$ cat config.mk
export PLATFORM = sky130hd
export DESIGN_NAME = key_event_translator_tracker_core
export DESIGN_NICKNAME = d
export VERILOG_FILES = /design/src/hw/rtl/kett_pkg.sv /design/src/hw/rtl/kett_dp.sv /design/src/hw/rtl/kett_ctrl.sv /design/src/hw/rtl/key_event_translator_tracker_core.sv
export SDC_FILE = /design/constraint.sdc
export NUM_CORES = 1
export LEC_CHECK = 0
export BUFFER_PORTS_ARGS = -buffer_cell sky130_fd_sc_hd__buf_2
export CAP_MARGIN = 10
export CORE_ASPECT_RATIO = 0.6
export CORE_MARGIN = 10
export CORE_UTILIZATION = 30
export CTS_BUF_LIST = sky130_fd_sc_hd__clkbuf_16
export DETAILED_ROUTE_END_ITERATION = 10
export PLACE_DENSITY = 0.53
export SLEW_MARGIN = 20
export SYNTH_ARGS = -nofsm -noshare
export SYNTH_HDL_FRONTEND = slang
export SYNTH_SLANG_ARGS = --single-unit
export TNS_END_PERCENT = 30
$ cat constraint.sdc
create_clock -name clock -period 6.5 [get_ports clock]
set_input_delay 1.625 -clock clock [delete_from_list [all_inputs] [get_ports clock]]
set_output_delay 1.625 -clock clock [all_outputs]
set_load 0.02 [all_outputs]
$ cat src/hw/rtl/kett_pkg.sv
`default_nettype none

package kett_pkg;

   localparam int MAX_HELD_DEF = 16;

   localparam logic [31:0] LEGAL_MASK = 32'h0070_00ff;
   localparam int SHIFT_POS = 20;
   localparam int CTRL_POS  = 21;
   localparam int ALT_POS   = 22;

   localparam logic [15:0] SYM_TAB = 16'hff09;
   localparam logic [15:0] SYM_CR  = 16'hff0d;
   localparam logic [15:0] SYM_ESC = 16'hff1b;
   localparam logic [6:0]  CODE_TAB = 7'h17;
   localparam logic [6:0]  CODE_CR  = 7'h24;
   localparam logic [6:0]  CODE_ESC = 7'h09;

   localparam logic [6:0] LETTER_CODES [26] = '{
      7'h26, 7'h38, 7'h36, 7'h28, 7'h1a, 7'h29, 7'h2a, 7'h2b, 7'h1f,
      7'h2c, 7'h2d, 7'h2e, 7'h3a, 7'h39, 7'h20, 7'h21, 7'h18, 7'h1b,
      7'h27, 7'h1c, 7'h1e, 7'h37, 7'h19, 7'h35, 7'h1d, 7'h34
   };

   localparam logic [15:0] NAV_SYMBOLS [10] = '{
      16'hffff, 16'hff08, 16'hff55, 16'hff56, 16'hff54,
      16'hff52, 16'hff51, 16'hff53, 16'hff50, 16'hff57
   };

   localparam logic [6:0] NAV_CODES [10] = '{
      7'h77, 7'h16, 7'h70, 7'h75, 7'h74, 7'h6f, 7'h71, 7'h72, 7'h6e, 7'h73
   };

   typedef struct packed {
      logic [6:0]  code;
      logic [15:0] sym;
      logic [2:0]  mods;
   } slot_type;

   typedef struct packed {
      logic     ok;
      slot_type key;
   } xlat_type;

   typedef struct packed {
      logic capture;
      logic store;
      logic take_hit;
      logic take_first;
   } dp_cmd_type;

   typedef struct packed {
      logic key_ok;
      logic key_down;
      logic hit;
      logic free;
      logic any_valid;
      logic last;
   } dp_sts_type;

   typedef enum logic [1:0] {
      ST_IDLE,
      ST_LOOKUP,
      ST_READ,
      ST_SEND
   } state_type;

   function automatic logic [6:0] printable_code(input logic [7:0] b);
      logic [6:0] c;
      c = 7'h00;
      if (b inside {[8'd65:8'd90]}) begin
         c = LETTER_CODES[5'(b - 8'd65)];
      end else if (b inside {[8'd49:8'd57]}) begin
         c = 7'(b - 8'd49) + 7'h0a;
      end else begin
         case (b)
            8'd48, 8'd41:  c = 7'h13;
            8'd33:         c = 7'h0a;
            8'd64:         c = 7'h0b;
            8'd35:         c = 7'h0c;
            8'd36:         c = 7'h0d;
            8'd37:         c = 7'h0e;
            8'd94:         c = 7'h0f;
            8'd38:         c = 7'h10;
            8'd42:         c = 7'h11;
            8'd40:         c = 7'h12;
            8'd45, 8'd95:  c = 7'h14;
            8'd61, 8'd43:  c = 7'h15;
            8'd91, 8'd123: c = 7'h22;
            8'd93, 8'd125: c = 7'h23;
            8'd59, 8'd58:  c = 7'h2f;
            8'd39, 8'd34:  c = 7'h30;
            8'd96, 8'd126: c = 7'h31;
            8'd92, 8'd124: c = 7'h33;
            8'd44, 8'd60:  c = 7'h3b;
            8'd46, 8'd62:  c = 7'h3c;
            8'd47, 8'd63:  c = 7'h3d;
            8'd32:         c = 7'h41;
            default:       c = 7'h00;
         endcase
      end
      return c;
   endfunction

   function automatic xlat_type translate(input logic [31:0] raw);
      xlat_type   r;
      logic [7:0] b;
      b = raw[7:0];
      r = '0;
      r.key.mods = {raw[ALT_POS], raw[SHIFT_POS], raw[CTRL_POS]};
      if ((raw & ~LEGAL_MASK) != 32'h0) begin
         r.ok = 1'b0;
      end else if (b inside {[8'd32:8'd96], [8'd123:8'd126]}) begin
         r.ok = 1'b1;
         if (b inside {[8'd65:8'd90]} && !raw[SHIFT_POS]) begin
            r.key.sym = {8'h00, b + 8'd32};
         end else begin
            r.key.sym = {8'h00, b};
         end
         r.key.code = printable_code(b);
      end else if (b == 8'd9) begin
         r.ok = 1'b1;
         r.key.sym = SYM_TAB;
         r.key.code = CODE_TAB;
      end else if (b == 8'd13) begin
         r.ok = 1'b1;
         r.key.sym = SYM_CR;
         r.key.code = CODE_CR;
      end else if (b == 8'd27) begin
         r.ok = 1'b1;
         r.key.sym = SYM_ESC;
         r.key.code = CODE_ESC;
      end else if (b inside {[8'd127:8'd136]}) begin
         r.ok = 1'b1;
         r.key.sym = NAV_SYMBOLS[4'(b - 8'd127)];
         r.key.code = NAV_CODES[4'(b - 8'd127)];
      end else begin
         r.ok = 1'b0;
      end
      return r;
   endfunction

endpackage

`default_nettype wire

$ cat src/hw/rtl/kett_dp.sv
`default_nettype none

module kett_dp #(
   parameter int MAX_HELD = kett_pkg::MAX_HELD_DEF
) (
   input  wire logic                   clock,
   input  wire logic                   reset,
   input  wire kett_pkg::dp_cmd_type   cmd,
   output kett_pkg::dp_sts_type        sts,
   input  wire logic [31:0]            raw_code,
   input  wire logic                   key_down,
   output logic [6:0]                  key_code,
   output logic [15:0]                 key_symbol,
   output logic [2:0]                  modifier_bits,
   output logic                        is_press,
   output logic                        last
);

   localparam int IdxW = (MAX_HELD > 1) ? $clog2(MAX_HELD) : 1;

   logic [31:0]          raw_ff;
   logic                 down_ff;
   logic [MAX_HELD-1:0]  valid_ff, valid_in;
   logic [7:0]           ident_ff [MAX_HELD];
   kett_pkg::slot_type   slot_mem [MAX_HELD];
   kett_pkg::slot_type   rdata_ff;
   logic                 press_ff, press_in;
   logic                 last_ff, last_in;

   kett_pkg::xlat_type   xl;
   logic [MAX_HELD-1:0]  hit_vec;
   logic [MAX_HELD-1:0]  first_oh;
   logic [IdxW-1:0]      hit_idx, free_idx, first_idx, rd_idx;
   logic                 free_any;
   logic                 rd_en;

   assign xl = kett_pkg::translate(raw_ff);

   // key lookup against the held table
   always_comb begin
      hit_idx   = '0;
      free_idx  = '0;
      first_idx = '0;
      free_any  = 1'b0;
      first_oh  = '0;
      for (int i = 0; i < MAX_HELD; i++) begin
         hit_vec[i] = valid_ff[i] && (ident_ff[i] == raw_ff[7:0]);
         if (hit_vec[i]) begin
            hit_idx = IdxW'(i);
         end
      end
      for (int i = MAX_HELD - 1; i >= 0; i--) begin
         if (!valid_ff[i]) begin
            free_idx = IdxW'(i);
            free_any = 1'b1;
         end
         if (valid_ff[i]) begin
            first_idx = IdxW'(i);
            first_oh  = '0;
            first_oh[i] = 1'b1;
         end
      end
   end

   assign rd_en  = cmd.take_hit || cmd.take_first;
   assign rd_idx = cmd.take_hit ? hit_idx : first_idx;

   always_comb begin
      valid_in = valid_ff;
      press_in = press_ff;
      last_in  = last_ff;
      if (cmd.store) begin
         valid_in[free_idx] = 1'b1;
         press_in = 1'b1;
         last_in  = 1'b1;
      end else if (cmd.take_hit) begin
         valid_in[hit_idx] = 1'b0;
         press_in = 1'b0;
         last_in  = 1'b1;
      end else if (cmd.take_first) begin
         valid_in = valid_ff & ~first_oh;
         press_in = 1'b0;
         last_in  = ((valid_ff & ~first_oh) == '0);
      end
   end

   always_ff @(posedge clock) begin
      if (reset) begin
         valid_ff <= '0;
         press_ff <= 1'b0;
         last_ff  <= 1'b0;
      end else begin
         valid_ff <= valid_in;
         press_ff <= press_in;
         last_ff  <= last_in;
      end
   end

   always_ff @(posedge clock) begin
      if (cmd.capture) begin
         raw_ff  <= raw_code;
         down_ff <= key_down;
      end
      if (cmd.store) begin
         ident_ff[free_idx] <= raw_ff[7:0];
      end
   end

   // slot payload store, one write and one registered read port
   always_ff @(posedge clock) begin
      if (cmd.store) begin
         slot_mem[free_idx] <= xl.key;
      end
      if (rd_en) begin
         rdata_ff <= slot_mem[rd_idx];
      end
   end

   always_comb begin
      sts.key_ok    = xl.ok;
      sts.key_down  = down_ff;
      sts.hit       = |hit_vec;
      sts.free      = free_any;
      sts.any_valid = |valid_ff;
      sts.last      = last_ff;
   end

   assign key_code      = press_ff ? xl.key.code : rdata_ff.code;
   assign key_symbol    = press_ff ? xl.key.sym  : rdata_ff.sym;
   assign modifier_bits = press_ff ? xl.key.mods : rdata_ff.mods;
   assign is_press      = press_ff;
   assign last          = last_ff;

endmodule

`default_nettype wire

$ cat src/hw/rtl/kett_ctrl.sv
`default_nettype none

module kett_ctrl (
   input  wire logic                 clock,
   input  wire logic                 reset,
   input  wire logic                 req_tvalid,
   output logic                      req_tready,
   output logic                      rsp_tvalid,
   input  wire logic                 rsp_tready,
   input  wire kett_pkg::dp_sts_type sts,
   output kett_pkg::dp_cmd_type      cmd
);

   kett_pkg::state_type state_ff, state_in;

   always_ff @(posedge clock) begin
      if (reset) begin
         state_ff <= kett_pkg::ST_IDLE;
      end else begin
         state_ff <= state_in;
      end
   end

   always_comb begin
      state_in   = state_ff;
      cmd        = '0;
      req_tready = 1'b0;
      rsp_tvalid = 1'b0;
      case (state_ff)
         kett_pkg::ST_IDLE: begin
            req_tready = 1'b1;
            if (req_tvalid) begin
               cmd.capture = 1'b1;
               state_in = kett_pkg::ST_LOOKUP;
            end
         end
         kett_pkg::ST_LOOKUP: begin
            if (sts.key_down) begin
               if (!sts.key_ok || sts.hit) begin
                  state_in = kett_pkg::ST_IDLE;
               end else if (!sts.free) begin
                  state_in = kett_pkg::ST_READ;
               end else begin
                  cmd.store = 1'b1;
                  state_in = kett_pkg::ST_SEND;
               end
            end else if (sts.key_ok && sts.hit) begin
               cmd.take_hit = 1'b1;
               state_in = kett_pkg::ST_SEND;
            end else if (sts.any_valid) begin
               state_in = kett_pkg::ST_READ;
            end else begin
               state_in = kett_pkg::ST_IDLE;
            end
         end
         kett_pkg::ST_READ: begin
            // release the lowest held key
            cmd.take_first = 1'b1;
            state_in = kett_pkg::ST_SEND;
         end
         kett_pkg::ST_SEND: begin
            rsp_tvalid = 1'b1;
            if (rsp_tready) begin
               state_in = sts.last ? kett_pkg::ST_IDLE : kett_pkg::ST_READ;
            end
         end
         default: begin
            state_in = kett_pkg::ST_IDLE;
         end
      endcase
   end

endmodule

`default_nettype wire

$ cat src/hw/rtl/key_event_translator_tracker_core.sv
// an accepted item is captured, then looked up; a press result or a matched release result is then sent
// a new item is taken only after the last result of the previous item has been sent
// a cancel, or a press on a full table, gives one release result per held key (slot read, then send)
// the slot store has a single read port and the sequencer handles one item at a time
// reset: synchronous active high, clears the held table valid bits and the sequencer
`default_nettype none

module key_event_translator_tracker_core #(
   parameter int MAX_HELD = kett_pkg::MAX_HELD_DEF
) (
   input  wire logic        clock,
   input  wire logic        reset,
   input  wire logic        req_tvalid,
   output logic             req_tready,
   input  wire logic [31:0] req_tdata,   // raw_code[31:0]
   input  wire logic [0:0]  req_tuser,   // key_down[0]
   output logic             rsp_tvalid,
   input  wire logic        rsp_tready,
   output logic [31:0]      rsp_tdata,   // key_code[6:0], key_symbol[22:7], modifier_bits[25:23]
   output logic [0:0]       rsp_tuser,   // is_press[0]
   output logic             rsp_tlast
);

   kett_pkg::dp_cmd_type cmd;
   kett_pkg::dp_sts_type sts;
   logic [6:0]           key_code;
   logic [15:0]          key_symbol;
   logic [2:0]           modifier_bits;
   logic                 is_press;
   logic                 last;

   kett_ctrl u_ctrl (
      .clock      (clock),
      .reset      (reset),
      .req_tvalid (req_tvalid),
      .req_tready (req_tready),
      .rsp_tvalid (rsp_tvalid),
      .rsp_tready (rsp_tready),
      .sts        (sts),
      .cmd        (cmd)
   );

   kett_dp #(
      .MAX_HELD (MAX_HELD)
   ) u_dp (
      .clock         (clock),
      .reset         (reset),
      .cmd           (cmd),
      .sts           (sts),
      .raw_code      (req_tdata),
      .key_down      (req_tuser[0]),
      .key_code      (key_code),
      .key_symbol    (key_symbol),
      .modifier_bits (modifier_bits),
      .is_press      (is_press),
      .last          (last)
   );

   assign rsp_tdata = {6'b0, modifier_bits, key_symbol, key_code};
   assign rsp_tuser = is_press;
   assign rsp_tlast = last;

endmodule

`default_nettype wire

==> parameters.txt <==
Parameter                              Value

Worst hold path
  Hold depth ... 2
  Worst hold path class ... flip-flop to flip-flop
  Worst hold path endpoint ... u_ctrl.state_ff[1]
  Hold path startpoint ... u_ctrl.state_ff[1]

Floorplanning
  Effective utilization at floorplan ... 30.24%
  Ports placed on the boundary ... 73
  Std cell rows ... 81
  Core ar. ... 0.08138 mm2
  Die boundary width ... 389.8 um
  Die height ... 241.9 um
  Die Area ... 0.09427 mm2

Drt
  Vias/cell ... 5.490
  Via count ... 17118
  Number of DRC markers in iteration 0 ... 2014
  Remaining DRCs ... 0
  First drt pass iteration count ... 6
  Post-route ant nets ... 0
  Detailed-route wire length per cell ... 24.80 um
  Total length of routed wires ... 77.34 mm

Synth
  Synth warn ... 0
  Number of enable-type register cells in the synthesized netlist ... 484
  Netlist area before placement ... 0.02461 mm2
  Most instantiated library cell after synthesis ... sky130_fd_sc_hd__edfxtp_1
  Area fraction of the dominant cell type after synthesis ... 59.06%
  Top cells by area, synth ... sky130_fd_sc_hd__edfxtp_1, sky130_fd_sc_hd__mux2i_1, sky130_fd_sc_hd__xnor2_1
  Average footprint of a synthesized cell ... 12.77 um2
  Fraction of registers with async set/reset ... 0%
  Most used standard cells in the synthesized netlist ... sky130_fd_sc_hd__edfxtp_1, sky130_fd_sc_hd__nor2_1, sky130_fd_sc_hd__a21oi_1
  Ys flop type ... sky130_fd_sc_hd__edfxtp_1
  Area leader, netlist ... sky130_fd_sc_hd__edfxtp_1
  Number of cells produced by synthesis ... 1927
  #FFs+latches synth ... 511
  Share of synthesized area occupied by flip-flops and latches ... 61.25%
  Synth unique cells ... 100

GRT
  Met2 track demand over resource in global routing ... 21.09%
  Grt met1 use ... 25.14%
  Met3 capacity usage during global routing ... 3.558%
  Overall Global Routing Usage ... 15.75%
  Grt total ovfl ... 0
  Grt peak-use layer ... met1
  Largest net degree at the start of global routing ... 79
  Wire length of the first global-routing pass ... 112.4 mm
  Number of antenna violations at the first check in global routing ... 0
  Vias in the first global route ... 16235

Critical path
  Arrival time of the worst setup path ... 4.49 ns
  Launching element of the worst setup path ... u_dp.raw_ff[1]
  Worst setup slack for register-to-register paths ... 1.02 ns
  CP endpoint kind ... primary output
  CP peak stage delay ... 0.92 ns
  Element type at the critical path start ... flip-flop
  Endpoint of the worst register-to-register path ... u_dp.rdata_ff[0]
  Family of cells with the greatest summed delay on the critical path ... compound AO/OA/AOI/OAI gates
  Setup Crit Path Kind ... flip-flop to primary output
  Startpoint of the most critical register-to-register path ... u_dp.raw_ff[2]
  Critical path required time ... 4.88 ns
  Critical path peak fanout ... 17
  Slowest stage cell on the critical path ... sky130_fd_sc_hd__a211oi_2
  Cells along the critical path ... inv_1, ha_1, nor3b_1, xor2_1, a211oi_1, a311oi_1, a31oi_1, a211oi_2, mux2_2, buf_2
  CP bufs+invs ... 2
  Worst reg-to-reg path cell count ... 14

Run status
  Result of the run ... complete, no violations

Power and ir drop
  Total power density per cell area ... 253.0 mW/mm2
  Maximum ir drop on the vdd rail ... 0.0001601 V
  Leakage power total ... 8.481 nW
  Total power ... 7.077 mW

Cells and area
  Post-layout instance count excluding filler cells ... 3118
  Inserted Diodes ... 0
  Ratio of cells with drive above 1 in the final layout ... 16.92%
  Design Area, Final ... 0.02797 mm2
  Area Growth Syn to Fin ... 13.65%
  Core Util, Final ... 34.37%
  Final net count ... 2057
  Number of filler instances in the final layout ... 7942

Placed design
  Dpl cells ... 3026
  Placement Cell Area ... 0.02638 mm2
  Setup Slack @ Placement ... 1.083 ns
  Post-DP HPWL ... 48.62 mm
  Global placer's final weighted congestion ... 0.9091
  Number of input and output port buffers inserted ... 66

STA
  Actual slew at the worst max-slew pin ... 1.103 ns
  Final WS setup ... 0.3861 ns
  Remaining max-slew budget at the tightest pin ... 25.71%
  Unrepaired setup endpoints after global routing ... no
  FMAX ... 163.6 MHz
  Tmin final ... 6.114 ns
  Setup total negative slack ... 0 ns
  Max Transition Viols Final ... 0
  Finish-stage setup viols ... 0
  Crit share post-route ... 94.06%
  Max Clock Skew ... 0.03421 ns
  Worst-case hold slack ... 0.5222 ns
  Number of hold violations in the final report ... 0

Clocking
  Post-CTS clock slew at the launch and capture registers of the worst setup and hold paths ... 0.06 ns
  TritonCTS Sinks ... 511
  Number of buffers inserted during clock tree synthesis ... 51
  TritonCTS clock tree ... yes
  Number of levels in the clock H-tree ... 2
  Clk buf depth ... 3
  Cell chosen for the clock root ... sky130_fd_sc_hd__clkbuf_16
  Clock latency of the later-clocked register in the worst-skew pair ... 0.63 ns

Job
  Maximum capacitance violations ... 0
flip-flops by register name, indices dropped and copies added, names as in the netlist, named ones only:
register and count:
u_dp.slot_mem 304, u_dp.ident_ff 128, u_dp.raw_ff 32, u_dp.rdata_ff 19, u_dp.valid_ff 16, u_ctrl.state_ff 2
u_dp.down_ff 1, u_dp.is_press 1, u_dp.last 1
worst reg2reg max path: stages (launching register included):
cell	delay, ns
sky130_fd_sc_hd__edfxtp_1	0.83
sky130_fd_sc_hd__buf_4	0.50
sky130_fd_sc_hd__xnor2_1	0.15
sky130_fd_sc_hd__nand4_1	0.40
sky130_fd_sc_hd__or3_1	0.22
sky130_fd_sc_hd__nand4_2	0.16
sky130_fd_sc_hd__nor3_4	0.29
sky130_fd_sc_hd__a21o_1	0.30
sky130_fd_sc_hd__buf_4	0.35
sky130_fd_sc_hd__and2_4	0.25
sky130_fd_sc_hd__buf_4	0.73
sky130_fd_sc_hd__a221o_2	0.46
sky130_fd_sc_hd__a21oi_1	0.07
sky130_fd_sc_hd__or4_1	0.53
sky130_fd_sc_hd__o211ai_1	0.11
routing by layer:
metal / share of wire (%) / wire [um]
met5: 0 / 0
met4: 1.4 / 1113
met3: 9.1 / 7070
met2: 40 / 30740
met1: 50 / 38410
kinds of logic (layout without fill, tap and decap cells):
logic type	Yosys count	count (layout)	share of synthesized area [%]
fa+ha+maj	21	21	1.058
flops	511	511	61.25
simple gates	529	529	10.66
other cells	1	6	0.01524
mux	104	104	4.413
buf+inv	169	276	4.322
xor+xnor	139	139	4.947
compound gates	453	453	13.34
power by group:
group	internal [mW]	switching (mW)
registers	3.61	0.0301
clock network	1.54	1.32
logic	0.200	0.375
total	5.35	1.72
worst max path at each step:
stage / endpoint / slack (ns) / depth (start not counted)
floorplan: rsp_tdata[0] / 0.68 / 14
global placement: rsp_tdata[3] / 1.0 / 10
detailed placement: rsp_tdata[4] / 1.08 / 12
CTS: rsp_tdata[0] / 0.39 / 10
global route: rsp_tdata[0] / 0.06 / 10
finish: rsp_tdata[0] / 0.39 / 10
timing repair:
item	4_1_cts	5_1_grt
hold buffers	0	0
endpoints found under the setup margin	0	1
gates resized for setup	0	1
setup buffers	0	0
final cells by class:
type | count | area, um2 | share of cell area [%]
well taps | 1079 | 1350 | 4.827
multi-input cells | 1252 | 8671 | 31.00
repair buffers | 157 | 1176 | 4.205
clock buffers | 52 | 1301 | 4.652
clock inverters | 40 | 282.8 | 1.011
flip-flops and latches | 511 | 15070 | 53.90
inverters | 27 | 113.9 | 0.4071
cells in the final DEF, fill, tap and decap left out, types with 6 or more instances in the layout:
master	synthesis	layout
sky130_fd_sc_hd__conb_1	1	6
sky130_fd_sc_hd__clkinv_2	0	6
sky130_fd_sc_hd__buf_12	0	13
sky130_fd_sc_hd__o211ai_2	10	10
sky130_fd_sc_hd__nor2_1	149	137
sky130_fd_sc_hd__buf_2	15	66
sky130_fd_sc_hd__dfxtp_1	27	27
sky130_fd_sc_hd__or4_1	15	15
sky130_fd_sc_hd__nand4_1	25	25
sky130_fd_sc_hd__nand2_1	114	113
sky130_fd_sc_hd__or2_2	6	6
sky130_fd_sc_hd__mux2_2	22	22
sky130_fd_sc_hd__a211oi_1	43	39
sky130_fd_sc_hd__a221o_2	20	20
sky130_fd_sc_hd__xor2_1	50	50
sky130_fd_sc_hd__nor4_1	12	12
sky130_fd_sc_hd__a21oi_1	116	116
sky130_fd_sc_hd__a221oi_1	26	26
sky130_fd_sc_hd__and3_1	42	42
sky130_fd_sc_hd__clkbuf_16	0	52
sky130_fd_sc_hd__o31ai_1	6	6
sky130_fd_sc_hd__xnor2_1	89	88
sky130_fd_sc_hd__or3_1	11	10
sky130_fd_sc_hd__a221o_1	36	36
sky130_fd_sc_hd__inv_1	24	32
sky130_fd_sc_hd__a31oi_1	14	14
sky130_fd_sc_hd__clkinv_1	2	19
sky130_fd_sc_hd__mux2i_1	80	79
sky130_fd_sc_hd__nand3_1	70	70
sky130_fd_sc_hd__nor3_1	41	39
sky130_fd_sc_hd__o21ai_0	57	57
sky130_fd_sc_hd__nor2_4	0	12
sky130_fd_sc_hd__o211ai_1	15	15
sky130_fd_sc_hd__ha_1	20	20
sky130_fd_sc_hd__nand2b_1	7	7
sky130_fd_sc_hd__buf_4	26	78
sky130_fd_sc_hd__edfxtp_1	484	484
sky130_fd_sc_hd__o22ai_1	45	45
Power figures use the tool's default switching activity.
